### src/rtl/core/itp_pkg.sv
// ----------------------------------------------------------------------------
// itp_pkg
// shared types, character codes and helpers of the infix to postfix converter
// ----------------------------------------------------------------------------
package itp_pkg;

   localparam int STACK_DEPTH_DEF = 32;

   localparam logic [7:0] CH_OPEN  = 8'h28;
   localparam logic [7:0] CH_CLOSE = 8'h29;
   localparam logic [7:0] CH_STAR  = 8'h2A;
   localparam logic [7:0] CH_PLUS  = 8'h2B;
   localparam logic [7:0] CH_MINUS = 8'h2D;
   localparam logic [7:0] CH_SLASH = 8'h2F;
   localparam logic [7:0] CH_CARET = 8'h5E;

   localparam logic [2:0] PREC_POW  = 3'd5;
   localparam logic [2:0] PREC_MUL  = 3'd4;
   localparam logic [2:0] PREC_ADD  = 3'd3;
   localparam logic [2:0] PREC_NONE = 3'd0;

   localparam logic [1:0] ERR_NONE      = 2'b00;
   localparam logic [1:0] ERR_OVERFLOW  = 2'b01;
   localparam logic [1:0] ERR_UNMATCHED = 2'b10;

   typedef enum logic [1:0] {
      TOK_OPERAND,
      TOK_OPEN,
      TOK_CLOSE,
      TOK_OPERATOR
   } tok_class_type;

   typedef enum logic [1:0] {
      EMIT_NONE,
      EMIT_TOKEN,
      EMIT_STACK,
      EMIT_MARKER
   } emit_sel_type;

   typedef struct packed {
      logic         accept;
      emit_sel_type emit_sel;
      logic         emit_last;
      logic         emit_unmatched;
      logic         pop;
      logic         push;
      logic         set_unmatched;
      logic         clear_err;
   } itp_cmd_type;

   typedef struct packed {
      tok_class_type tok_class;
      logic          expr_end;
      logic          count_zero;
      logic          count_one;
      logic          count_two;
      logic          bottom_open;
      logic          top_is_open;
      logic          top_prec_ge;
      logic          out_free;
      logic          emitted;
   } itp_status_type;

   function automatic logic [2:0] prec_of(input logic [7:0] c);
      logic [2:0] p;
      unique case (c)
         CH_CARET:          p = PREC_POW;
         CH_STAR, CH_SLASH: p = PREC_MUL;
         CH_PLUS, CH_MINUS: p = PREC_ADD;
         default:           p = PREC_NONE;
      endcase
      return p;
   endfunction

   function automatic tok_class_type classify(input logic [7:0] c);
      tok_class_type t;
      unique case (c)
         CH_OPEN:  t = TOK_OPEN;
         CH_CLOSE: t = TOK_CLOSE;
         CH_CARET, CH_STAR, CH_SLASH, CH_PLUS, CH_MINUS: t = TOK_OPERATOR;
         default:  t = TOK_OPERAND;
      endcase
      return t;
   endfunction

endpackage

### src/rtl/core/itp_ram.sv
// ----------------------------------------------------------------------------
// itp_ram
// generic single-write, single-read ram with registered read data
// ----------------------------------------------------------------------------
module itp_ram #(
   parameter int WIDTH = 8,
   parameter int DEPTH = 32
) (
   input  logic                     clock,
   input  logic                     wr_en,
   input  logic [$clog2(DEPTH)-1:0] wr_addr,
   input  logic [WIDTH-1:0]         wr_data,
   input  logic [$clog2(DEPTH)-1:0] rd_addr,
   output logic [WIDTH-1:0]         rd_data
);

   logic [WIDTH-1:0] mem_ff [DEPTH];
   logic [WIDTH-1:0] rd_data_ff;

   always_ff @(posedge clock) begin
      if (wr_en) begin
         mem_ff[wr_addr] <= wr_data;
      end
      rd_data_ff <= mem_ff[rd_addr];
   end

   assign rd_data = rd_data_ff;

endmodule

### src/rtl/core/itp_dp.sv
// ----------------------------------------------------------------------------
// itp_dp
// datapath: token register, operator stack, error flags and result register
// ----------------------------------------------------------------------------
module itp_dp #(
   parameter int STACK_DEPTH = 32
) (
   input  logic                   clock,
   input  logic                   reset,
   input  logic [7:0]             req_token_char,
   input  logic                   req_expr_end,
   input  itp_pkg::itp_cmd_type   cmd,
   output itp_pkg::itp_status_type status,
   input  logic                   rsp_stall,
   output logic                   rsp_valid,
   output logic [7:0]             rsp_out_char,
   output logic                   rsp_char_valid,
   output logic                   rsp_out_last,
   output logic [1:0]             rsp_error_code
);
   import itp_pkg::*;

   localparam int CNT_W  = $clog2(STACK_DEPTH + 1);
   localparam int ADDR_W = $clog2(STACK_DEPTH);

   logic [7:0]       tok_ff, tok_in;
   logic             end_ff, end_in;
   logic [CNT_W-1:0] count_ff, count_in;
   logic [1:0]       err_ff, err_in;
   logic             emitted_ff, emitted_in;
   logic             bottom_open_ff, bottom_open_in;
   logic             valid_ff, valid_in;
   logic [7:0]       char_ff, char_in;
   logic             cvalid_ff, cvalid_in;
   logic             last_ff, last_in;
   logic [1:0]       code_ff, code_in;

   logic             full;
   logic             do_write;
   logic [CNT_W-1:0] count_dec;
   logic [7:0]       top_char;
   logic             do_emit;

   assign full      = (count_ff == CNT_W'(STACK_DEPTH));
   assign do_write  = cmd.push && !full;
   assign count_dec = count_ff - CNT_W'(1);
   assign do_emit   = (cmd.emit_sel != EMIT_NONE);

   itp_ram #(
      .WIDTH (8),
      .DEPTH (STACK_DEPTH)
   ) u_stack (
      .clock   (clock),
      .wr_en   (do_write),
      .wr_addr (count_ff[ADDR_W-1:0]),
      .wr_data (tok_ff),
      .rd_addr (count_dec[ADDR_W-1:0]),
      .rd_data (top_char)
   );

   always_comb begin
      tok_in     = cmd.accept ? req_token_char : tok_ff;
      end_in     = cmd.accept ? req_expr_end : end_ff;
      emitted_in = cmd.accept ? 1'b0 : (emitted_ff | do_emit);

      // bottom entry only changes on a push into an empty stack
      bottom_open_in = bottom_open_ff;
      if (do_write && count_ff == '0) begin
         bottom_open_in = (tok_ff == CH_OPEN);
      end

      count_in = count_ff;
      if (cmd.pop) begin
         count_in = count_dec;
      end else if (do_write) begin
         count_in = count_ff + CNT_W'(1);
      end

      err_in = err_ff;
      if (cmd.clear_err) begin
         err_in = ERR_NONE;
      end else begin
         if (cmd.push && full) begin
            err_in = err_in | ERR_OVERFLOW;
         end
         if (cmd.set_unmatched) begin
            err_in = err_in | ERR_UNMATCHED;
         end
      end

      // result register frees itself when the word is taken
      valid_in  = valid_ff && rsp_stall;
      char_in   = char_ff;
      cvalid_in = cvalid_ff;
      last_in   = last_ff;
      code_in   = code_ff;
      if (do_emit) begin
         valid_in  = 1'b1;
         last_in   = cmd.emit_last;
         code_in   = cmd.emit_last ?
                     (err_ff | (cmd.emit_unmatched ? ERR_UNMATCHED : ERR_NONE)) : ERR_NONE;
         unique case (cmd.emit_sel)
            EMIT_TOKEN: begin
               char_in   = tok_ff;
               cvalid_in = 1'b1;
            end
            EMIT_STACK: begin
               char_in   = top_char;
               cvalid_in = 1'b1;
            end
            EMIT_MARKER: begin
               char_in   = 8'h00;
               cvalid_in = 1'b0;
            end
            default: begin
               char_in   = char_ff;
               cvalid_in = cvalid_ff;
            end
         endcase
      end
   end

   always_ff @(posedge clock) begin
      if (reset) begin
         count_ff       <= '0;
         err_ff         <= ERR_NONE;
         emitted_ff     <= 1'b0;
         bottom_open_ff <= 1'b0;
         valid_ff       <= 1'b0;
      end else begin
         count_ff       <= count_in;
         err_ff         <= err_in;
         emitted_ff     <= emitted_in;
         bottom_open_ff <= bottom_open_in;
         valid_ff       <= valid_in;
      end
   end

   always_ff @(posedge clock) begin
      tok_ff    <= tok_in;
      end_ff    <= end_in;
      char_ff   <= char_in;
      cvalid_ff <= cvalid_in;
      last_ff   <= last_in;
      code_ff   <= code_in;
   end

   always_comb begin
      status.tok_class   = classify(tok_ff);
      status.expr_end    = end_ff;
      status.count_zero  = (count_ff == '0);
      status.count_one   = (count_ff == CNT_W'(1));
      status.count_two   = (count_ff == CNT_W'(2));
      status.bottom_open = bottom_open_ff;
      status.top_is_open = (top_char == CH_OPEN);
      status.top_prec_ge = (prec_of(top_char) >= prec_of(tok_ff));
      status.out_free    = !valid_ff || !rsp_stall;
      status.emitted     = emitted_ff;
   end

   assign rsp_valid      = valid_ff;
   assign rsp_out_char   = char_ff;
   assign rsp_char_valid = cvalid_ff;
   assign rsp_out_last   = last_ff;
   assign rsp_error_code = code_ff;

   a_count_bound: assert property (@(posedge clock) disable iff (reset)
      count_ff <= CNT_W'(STACK_DEPTH))
      else $error("stack count beyond depth");

   a_pop_nonempty: assert property (@(posedge clock) disable iff (reset)
      cmd.pop |-> count_ff != '0)
      else $error("pop from empty stack");

   a_marker_is_last: assert property (@(posedge clock) disable iff (reset)
      valid_ff && !cvalid_ff |-> last_ff)
      else $error("end marker without last flag");

   a_code_on_last: assert property (@(posedge clock) disable iff (reset)
      valid_ff && code_ff != ERR_NONE |-> last_ff)
      else $error("error code on a non-final word");

   a_emit_when_free: assert property (@(posedge clock) disable iff (reset)
      do_emit |-> !valid_ff || !rsp_stall)
      else $error("result register overwritten while stalled");

endmodule

### src/rtl/core/itp_ctrl.sv
// ----------------------------------------------------------------------------
// itp_ctrl
// controller: sequences accept, stack scan, push and end-of-expression flush
// ----------------------------------------------------------------------------
module itp_ctrl (
   input  logic                    clock,
   input  logic                    reset,
   input  logic                    req_valid,
   output logic                    req_stall,
   input  itp_pkg::itp_status_type status,
   output itp_pkg::itp_cmd_type    cmd
);
   import itp_pkg::*;

   typedef enum logic [7:0] {
      ST_IDLE        = 8'b0000_0001,
      ST_TOKEN       = 8'b0000_0010,
      ST_FETCH       = 8'b0000_0100,
      ST_DECIDE      = 8'b0000_1000,
      ST_PUSH        = 8'b0001_0000,
      ST_END         = 8'b0010_0000,
      ST_FLUSH_FETCH = 8'b0100_0000,
      ST_FLUSH_POP   = 8'b1000_0000
   } state_type;

   state_type state_ff, state_in;
   logic      is_close;

   assign is_close  = (status.tok_class == TOK_CLOSE);
   assign req_stall = (state_ff != ST_IDLE);

   always_comb begin
      state_in = state_ff;
      cmd      = '0;
      unique case (state_ff)
         ST_IDLE: begin
            if (req_valid) begin
               cmd.accept = 1'b1;
               state_in   = ST_TOKEN;
            end
         end
         ST_TOKEN: begin
            // token register is loaded now, branch on its class
            unique case (status.tok_class)
               TOK_OPEN: state_in = ST_PUSH;
               TOK_CLOSE, TOK_OPERATOR: state_in = ST_FETCH;
               default: begin
                  if (status.out_free) begin
                     cmd.emit_sel  = EMIT_TOKEN;
                     cmd.emit_last = status.expr_end && status.count_zero;
                     state_in      = ST_END;
                  end
               end
            endcase
         end
         ST_FETCH: begin
            if (status.count_zero) begin
               if (is_close) begin
                  cmd.set_unmatched = 1'b1;
                  state_in          = ST_END;
               end else begin
                  state_in = ST_PUSH;
               end
            end else begin
               state_in = ST_DECIDE;
            end
         end
         ST_DECIDE: begin
            if (is_close) begin
               if (status.top_is_open) begin
                  cmd.pop  = 1'b1;
                  state_in = ST_END;
               end else if (status.out_free) begin
                  // emptying the stack here means the close had no match;
                  // a matching '(' at the bottom also leaves nothing to flush
                  cmd.emit_sel       = EMIT_STACK;
                  cmd.emit_last      = status.expr_end &&
                                       (status.count_one ||
                                        (status.count_two && status.bottom_open));
                  cmd.emit_unmatched = status.count_one;
                  cmd.pop            = 1'b1;
                  state_in           = ST_FETCH;
               end
            end else if (status.top_prec_ge) begin
               if (status.out_free) begin
                  cmd.emit_sel = EMIT_STACK;
                  cmd.pop      = 1'b1;
                  state_in     = ST_FETCH;
               end
            end else begin
               state_in = ST_PUSH;
            end
         end
         ST_PUSH: begin
            cmd.push = 1'b1;
            state_in = ST_END;
         end
         ST_END: begin
            state_in = status.expr_end ? ST_FLUSH_FETCH : ST_IDLE;
         end
         ST_FLUSH_FETCH: begin
            if (!status.count_zero) begin
               state_in = ST_FLUSH_POP;
            end else if (status.emitted) begin
               cmd.clear_err = 1'b1;
               state_in      = ST_IDLE;
            end else if (status.out_free) begin
               cmd.emit_sel  = EMIT_MARKER;
               cmd.emit_last = 1'b1;
               cmd.clear_err = 1'b1;
               state_in      = ST_IDLE;
            end
         end
         ST_FLUSH_POP: begin
            if (status.out_free) begin
               cmd.emit_sel  = EMIT_STACK;
               cmd.emit_last = status.count_one;
               cmd.pop       = 1'b1;
               state_in      = ST_FLUSH_FETCH;
            end
         end
         default: state_in = ST_IDLE;
      endcase
   end

   always_ff @(posedge clock) begin
      if (reset) begin
         state_ff <= ST_IDLE;
      end else begin
         state_ff <= state_in;
      end
   end

   a_state_onehot: assert property (@(posedge clock) disable iff (reset)
      $onehot(state_ff))
      else $error("controller state not one-hot");

   a_accept_then_busy: assert property (@(posedge clock) disable iff (reset)
      cmd.accept |=> req_stall)
      else $error("second word taken while one is in work");

   a_pop_push_exclusive: assert property (@(posedge clock) disable iff (reset)
      !(cmd.pop && cmd.push))
      else $error("pop and push in one cycle");

endmodule

### src/rtl/core/infix_to_postfix_converter_core.sv
// ----------------------------------------------------------------------------
// infix_to_postfix_converter_core
// shunting-yard conversion of an infix character stream to postfix order
// ----------------------------------------------------------------------------
// usage
//   req_ channel: one expression character per word, req_expr_end on the
//   final character. a word is taken when req_valid is high and req_stall
//   low; req_stall stays high while a character is being worked on.
//   rsp_ channel: postfix characters in order; rsp_out_last marks the final
//   word and rsp_error_code is only non-zero there. a final character that
//   yields nothing gives one bare end marker with rsp_char_valid low.
// sequence
//   an operand is emitted from the token state. '(' is pushed. an operator
//   pops and emits each entry of equal or higher precedence, then is pushed
//   once the stack is empty or its top is weaker or a '('. ')' pops and emits
//   entries until it pops its '(' or the stack runs empty. after the final
//   character every entry left on the stack is emitted. each emit waits while stalled.
// reset and stall
//   reset empties the stack and clears the error flags and the output valid flag.
//   while rsp_stall is high a valid output word holds and the controller waits
//   at its next emit.
// ----------------------------------------------------------------------------
module infix_to_postfix_converter_core #(
   parameter int STACK_DEPTH = itp_pkg::STACK_DEPTH_DEF
) (
   input  logic       clock,
   input  logic       reset,
   input  logic       req_valid,
   output logic       req_stall,
   input  logic [7:0] req_token_char,
   input  logic       req_expr_end,
   output logic       rsp_valid,
   input  logic       rsp_stall,
   output logic [7:0] rsp_out_char,
   output logic       rsp_char_valid,
   output logic       rsp_out_last,
   output logic [1:0] rsp_error_code
);
   import itp_pkg::*;

   itp_cmd_type    cmd;
   itp_status_type status;

   itp_ctrl u_ctrl (
      .clock     (clock),
      .reset     (reset),
      .req_valid (req_valid),
      .req_stall (req_stall),
      .status    (status),
      .cmd       (cmd)
   );

   itp_dp #(
      .STACK_DEPTH (STACK_DEPTH)
   ) u_dp (
      .clock          (clock),
      .reset          (reset),
      .req_token_char (req_token_char),
      .req_expr_end   (req_expr_end),
      .cmd            (cmd),
      .status         (status),
      .rsp_stall      (rsp_stall),
      .rsp_valid      (rsp_valid),
      .rsp_out_char   (rsp_out_char),
      .rsp_char_valid (rsp_char_valid),
      .rsp_out_last   (rsp_out_last),
      .rsp_error_code (rsp_error_code)
   );

endmodule
### config.mk
export PLATFORM = sky130hd
export DESIGN_NAME = infix_to_postfix_converter_core
export DESIGN_NICKNAME = d
export VERILOG_FILES = /design/src/rtl/core/itp_pkg.sv /design/src/rtl/core/itp_ram.sv /design/src/rtl/core/itp_dp.sv /design/src/rtl/core/itp_ctrl.sv /design/src/rtl/core/infix_to_postfix_converter_core.sv
export SDC_FILE = /design/constraint.sdc
export NUM_CORES = 1
export LEC_CHECK = 0
export ABC_AREA = 1
export BUFFER_PORTS_ARGS = -buffer_cell sky130_fd_sc_hd__buf_2
export CORE_MARGIN = 1.5
export CORE_UTILIZATION = 40
export CTS_CLUSTER_DIAMETER = 60
export DETAILED_ROUTE_END_ITERATION = 16
export HOLD_SLACK_MARGIN = 0.12
export PLACE_DENSITY_LB_ADDON = 0.25
export SLEW_MARGIN = 40
export SYNTH_ARGS = -nofsm -noshare
export SYNTH_HDL_FRONTEND = slang
export SYNTH_HIERARCHICAL = 1
export SYNTH_SLANG_ARGS = --single-unit
### constraint.sdc
create_clock -name clock -period 3.4 [get_ports clock]
set_input_delay 0.34 -clock clock [delete_from_list [all_inputs] [get_ports clock]]
set_output_delay 0.34 -clock clock [all_outputs]
set_load 0.005 [all_outputs]
Word level (Yosys, flattened, before mapping)
Memory sizes are Yosys's and may differ from the RTL's. A register that Yosys moved wholly into a read port is not among the register bits.
Index checks and enable logic that the tools add are counted.
{ "word_totals": {"in_bits": 13, "ram_bits": 256, "register_bits": 40, "memories": 1} }
{ "classes": {"bitwise_logic": 2, "order_cmp": 1, "reduce_logical": 30, "addsub": 2, "n_mux": 56, "n_eq_ne": 35} }
{ "memory_table": {"columns": ["memory", "depth", "word_bits", "read_ports", "rd_clocked_by_memory_dff", "wr", "line_no", "source"], "rows": [
  ["u_dp.u_stack.mem_ff", 32, 8, 1, 1, 1, "itp_ram.sv:17", "logic [WIDTH-1:0] mem_ff [DEPTH];"]
]} }
{ "ops": {"columns": ["cell", "count"], "rows": [
  ["== test 8 x 6 -> 1 bit (second input constant)", 12],
  ["two-way mux 8 bit", 11],
  ["case mux 8 bit (8 select lines)", 1],
  ["== test 8 x 7 -> 1 bit (second input constant)", 3],
  ["case mux 8 bit (3 select lines)", 1],
  ["two-way mux 1 bit", 18],
  ["two-way mux 6 bit", 3],
  ["case mux 3 bit (3 select lines)", 2],
  ["case mux 8 bit (2 select lines)", 1],
  ["OR reduction 2 bit", 8],
  ["two-way mux 3 bit", 5],
  ["two-way mux 2 bit", 7],
  ["case mux 3 bit (4 select lines)", 1],
  ["== test 2 bit (second input constant)", 4],
  ["== test 8 x 1 -> 1 bit (second input constant)", 1],
  ["== test 8 x 2 -> 1 bit (second input constant)", 1],
  ["== test 8 x 3 -> 1 bit (second input constant)", 1],
  ["== test 8 x 4 -> 1 bit (second input constant)", 1],
  ["== test 8 x 5 -> 1 bit (second input constant)", 1],
  ["== test 8 bit (second input constant)", 1],
  ["!= test 8 x 1 -> 1 bit (second input constant)", 1],
  ["logical AND 1 bit", 7],
  ["two-way mux 7 bit", 1],
  ["adder 6 x 1 -> 6 bit (second input constant)", 1],
  ["24 further kinds", 33]
]} }

Longest topological paths before layout
{ "depth": {"ltp_word": 12, "depth_mapped": 18, "depth_no_buf": 18} }

Cells and area by module
The synthesis kept the hierarchy.
{ "by_module_without_submodules": {"columns": ["module", "n_inst", "cells_each", "seq_area_each_um2", "area_each_um2"], "rows": [
  ["itp_ram", 1, 922, 7847.5, 10786.6],
  ["itp_dp", 1, 205, 850.8, 1761.7],
  ["itp_ctrl", 1, 142, 160.2, 827.0]
]} }

Worst setup path after synthesis
No wires, ideal clock.
{ "synth_timing": {"path_kind": "register -> register", "start": "register u_dp.tok_ff[1]", "end": "register u_dp.cvalid_ff (netlist: u_dp/rsp_char_valid) (enable)", "synth_period_minus_slack_ps": 3191, "path_buffers": 1, "stages_incl_launch_ff": 17, "required_ps": 3047, "setup_time_ps": 353, "setup_slack_ps": 209, "arrival_time_ps": 2838, "path_cell_list": "edfxtp_1 > inv_1 > nor2_1 > nand2_1 > o21ai_0 > nand2_1 > and2_1 > ha_1 > nand2_1 > o211ai_1 > nand2_1 > a21oi_2 > nand2_1 > nand3_1 > buf_2 > inv_1 > nand2_1"} }
{ "synth_rtl": {"columns": ["element", "line_no", "source"], "rows": [
  ["from (decl)", "itp_dp.sv:26", "logic [7:0] tok_ff, tok_in;"],
  ["from (signal assigned)", "itp_dp.sv:140", "tok_ff <= tok_in;"],
  ["to (signal assigned)", "itp_dp.sv:143", "cvalid_ff <= cvalid_in;"],
  ["to (decl)", "itp_dp.sv:34", "logic cvalid_ff, cvalid_in;"]
]} }

==> impl_metrics.toml <==
[synth]
synth_top_area_cell = "edfxtp_1"
synth_enable_flop_cells = 277
synthDistinctLibCells = 41
synth_cell_area_mm2 = 0.0134
post-synth-top-area-fraction = 0.622
netlist_instances = 1269
syn-mean-instance-area_um2 = 10.5
synth_top_cells_by_area = "edfxtp_1, nand2_1, nand3_1"
ys_ff_latch = 304
synth_fp_nets = 1290
ys_seq_area_frac = 0.662
synth-async-reset-ratio = 0
yosysWarningCount = 6
synth_top_flop_cell = "edfxtp_1"

[floorplanning]
die_w_um = 186
fp.coreArea_mm2 = 0.0327
number_of_core_rows = 66
ioPinCount = 27
design.die.area_mm2 = 0.0345
initial_utilization = 0.409
floorplan.die.height_um = 186

[min_path]
timing.hold.worst.start = "rsp_stall"
hold_path_end = "u_dp/rsp_valid$_SDFF_PP0_"
number_of_instances_on_the_worst_hold_path = 3
hold_class = "input port to register"

[layout]
post_route_cells_drive_above_1_share = 0.124
antennaDiodeCount = 0
areaGrowthSynthToFinish_pct = 13.1
finalInstanceArea_mm2 = 0.0151
final-instance-count-excl-fill = 1802
most_common_cell_after_layout_fill_and_taps_aside = "nand2_1"
finish.utilization = 0.463
design.final.nets = 1358
nFillCells = 3058
mostFrequentLayoutCells = "nand2_1, edfxtp_1, nand3_1"

[critical_path]
cp.required_ns = 3.59
timing.rr.end = "u_dp/rsp_out_char[7]$_DFFE_PP_"
critical_path_peak_fanout = 13
reg2regPathDepth = 13
timing.rr.start = "u_dp/tok_ff[0]$_DFFE_PP_"
startpoint_type = "register"
worstPathArrival_ns = 3.26
timing.setup.critical_path_class = "register to register"
worst-r2r-setup-slack_ns = 0.34
endpoint_kind = "register"

[timing]
final.setup.tns_ns = 0
final-hold-violation-count = 0
achievable-frequency_mhz = 327
relSlewSlack = 0.502
rsz0062_at_grt = "false"
timing.final.max_slew_violations = 0
finalWorstPathRequiredPeriod_ns = 3.06
timing.final.setup_violations = 0
layout_worst_path_cycle_share = 0.900
max_clock_skew_ns = 0.00999
worstMarginPinSlew_ns = 0.744

[placement]
placed_cells = 1735
postPlaceCellArea_mm2 = 0.0141
place.port_buffers = 26
gp_congestion = 0.859
place.detailed.hpwl_mm = 20.6

[detailed_routing]
routedWlPerCell_um = 18.2
via_count = 9261
mean_number_of_vias_per_cell = 5.14
totalWireLength_mm = 32.7
drt-initial-drc-count = 833
ant_nets = 0
drt_first_pass_iters = 5
drc_errors = 0

[clocking]
post_cts_resize_count = 0
postCtsSetupBuffers = 0
cts_made_buffers = 31
htreeDepth = 1
clk_latency_ns = 0.56
clk_transition_reported_paths_ns = 0.06
tritoncts_num_sinks = 304
clk_path_buf_depth = 3
cts_tree = "yes"
number_of_buffers_inserted_for_hold_repair_after_clock_tree_synthesis = 11
clockRootBuffer = "clkbuf_16"

[pwr]
vdd_drop_max_v = 0.000433
power_mw = 7.95
power_per_cell_area_mw_per_mm2 = 525
cellLeakagePower_nw = 5.78

[global_route]
grt_first_pass_wirelength_mm = 50.8
first_global_vias = 8856
groute.usage.overall = 0.193
globalRoute.totalOverflow = 0
pin_count_of_the_biggest_net_entering_global_routing = 132
antenna_found_initial = 1

[run_status]
run_status = "finished clean"

[run]
max-cap-violations = 0
power by group:
| part | switching [mW] | leakage (nW) | internal [mW] |
|---|---|---|---|
| Combinational | 0.330 | 2.60 | 0.111 |
| Sequential | 0.0288 | 2.71 | 4.23 |
| Clock | 1.37 | 0.467 | 1.88 |
| Total | 1.73 | 5.78 | 6.22 |
worst max path at each step:
stage / from / endpoint / slack (ns) / depth (start not counted)
3_3_place_gp: u_dp/tok_ff[0]$_DFFE_PP_ / u_dp/rsp_out_char[2]$_DFFE_PP_ / 0.52 / 14
5_1_grt: u_dp/tok_ff[3]$_DFFE_PP_ / u_dp/emitted_ff$_SDFF_PP0_ / 0.007 / 17
4_1_cts: u_dp/tok_ff[0]$_DFFE_PP_ / u_dp/rsp_out_char[7]$_DFFE_PP_ / 0.37 / 14
3_5_place_dp: u_dp/tok_ff[0]$_DFFE_PP_ / u_dp/rsp_error_code[1]$_SDFFCE_PN0P_ / 0.40 / 14
6_report: u_dp/tok_ff[0]$_DFFE_PP_ / u_dp/rsp_out_char[7]$_DFFE_PP_ / 0.34 / 13
2_1_floorplan: u_dp/tok_ff[1]$_DFFE_PP_ / u_dp/rsp_char_valid$_DFFE_PP_ / 0.21 / 16
routing by layer:
| layer | part of all wire | wire length [µm] | track usage | up-vias |
|---|---|---|---|---|
| li1 | - | - | - | 4479 |
| met1 | 0.46 | 15200 | 0.282 | 4429 |
| met2 | 0.45 | 14800 | 0.305 | 303 |
| met3 | 0.065 | 2130 | 0.0258 | 50 |
| met4 | 0.020 | 642 | 0.0500 | 0 |
| met5 | 0 | 0 | 0 | - |
stage by stage:
stage | hold slack (ns) | setup WS (ns)
2_1_floorplan | 0.402 | 0.209
3_3_place_gp | 0.471 | 0.523
3_5_place_dp | 0.468 | 0.396
4_1_cts | 0.307 | 0.374
5_1_grt | 0.333 | 0.00729
6_report | 0.317 | 0.339
Yosys cell counts (6+ instances only):
| master | number |
|---|---|
| nand2_1 | 430 |
| edfxtp_1 | 277 |
| nand3_1 | 234 |
| nor2_1 | 75 |
| inv_1 | 56 |
| dfxtp_1 | 27 |
| buf_6 | 25 |
| buf_2 | 17 |
| a21oi_1 | 14 |
| o21ai_0 | 13 |
| inv_2 | 9 |
| o22ai_1 | 9 |
| buf_4 | 8 |
| ha_1 | 8 |
| nand4_1 | 8 |
| clkbuf_1 | 7 |
| nand2_2 | 7 |
| nand2_4 | 6 |
area by class of cell:
type / count / area [µm²] / area share
Clock inverter: 21 / 175 / 0.0116
Inverter: 67 / 258 / 0.0170
Timing Repair Buffer: 94 / 681 / 0.0450
Clock buffer: 35 / 791 / 0.0523
Tap cell: 442 / 553 / 0.0365
Multi-Input combinational cell: 839 / 3820 / 0.252
Sequential cell: 304 / 8860 / 0.585
registers in the layout, summed over array words and instances, names as in the netlist, 2 cells and up:
register	count
u_dp/u_stack/mem_ff	256
u_ctrl/state_ff	8
u_dp/rsp_out_char	8
u_dp/tok_ff	8
u_dp/u_stack/rd_data	8
u_dp/count_ff	6
u_dp/err_ff	2
u_dp/rsp_error_code	2
worst max-delay path, stage by stage (launching register included):
cell and delay, ns:
edfxtp_1 0.44, buf_4 0.21, inv_1 0.09, nor3_1 0.21
o21ai_1 0.17, ha_1 0.33, nand2_1 0.06, o211ai_1 0.24
nand2_1 0.11, a21oi_2 0.19, nand2_1 0.07, nand3_1 0.10
inv_1 0.08, nand2_1 0.40
cell families (layout without fill, tap and decap cells):
| logic type | Yosys count | count (layout) | share of synthesized area |
|---|---|---|---|
| AO/OA/AOI/OAI | 49 | 49 | 0.0210 |
| XOR/XNOR | 2 | 2 | 0.00131 |
| adder cells (fa/ha/maj) | 8 | 8 | 0.00748 |
| buffers and inverters | 126 | 217 | 0.0535 |
| flip-flops | 304 | 304 | 0.662 |
| AND/OR/NAND/NOR | 780 | 780 | 0.254 |
Note: power is estimated with default switching activity, not from simulation.
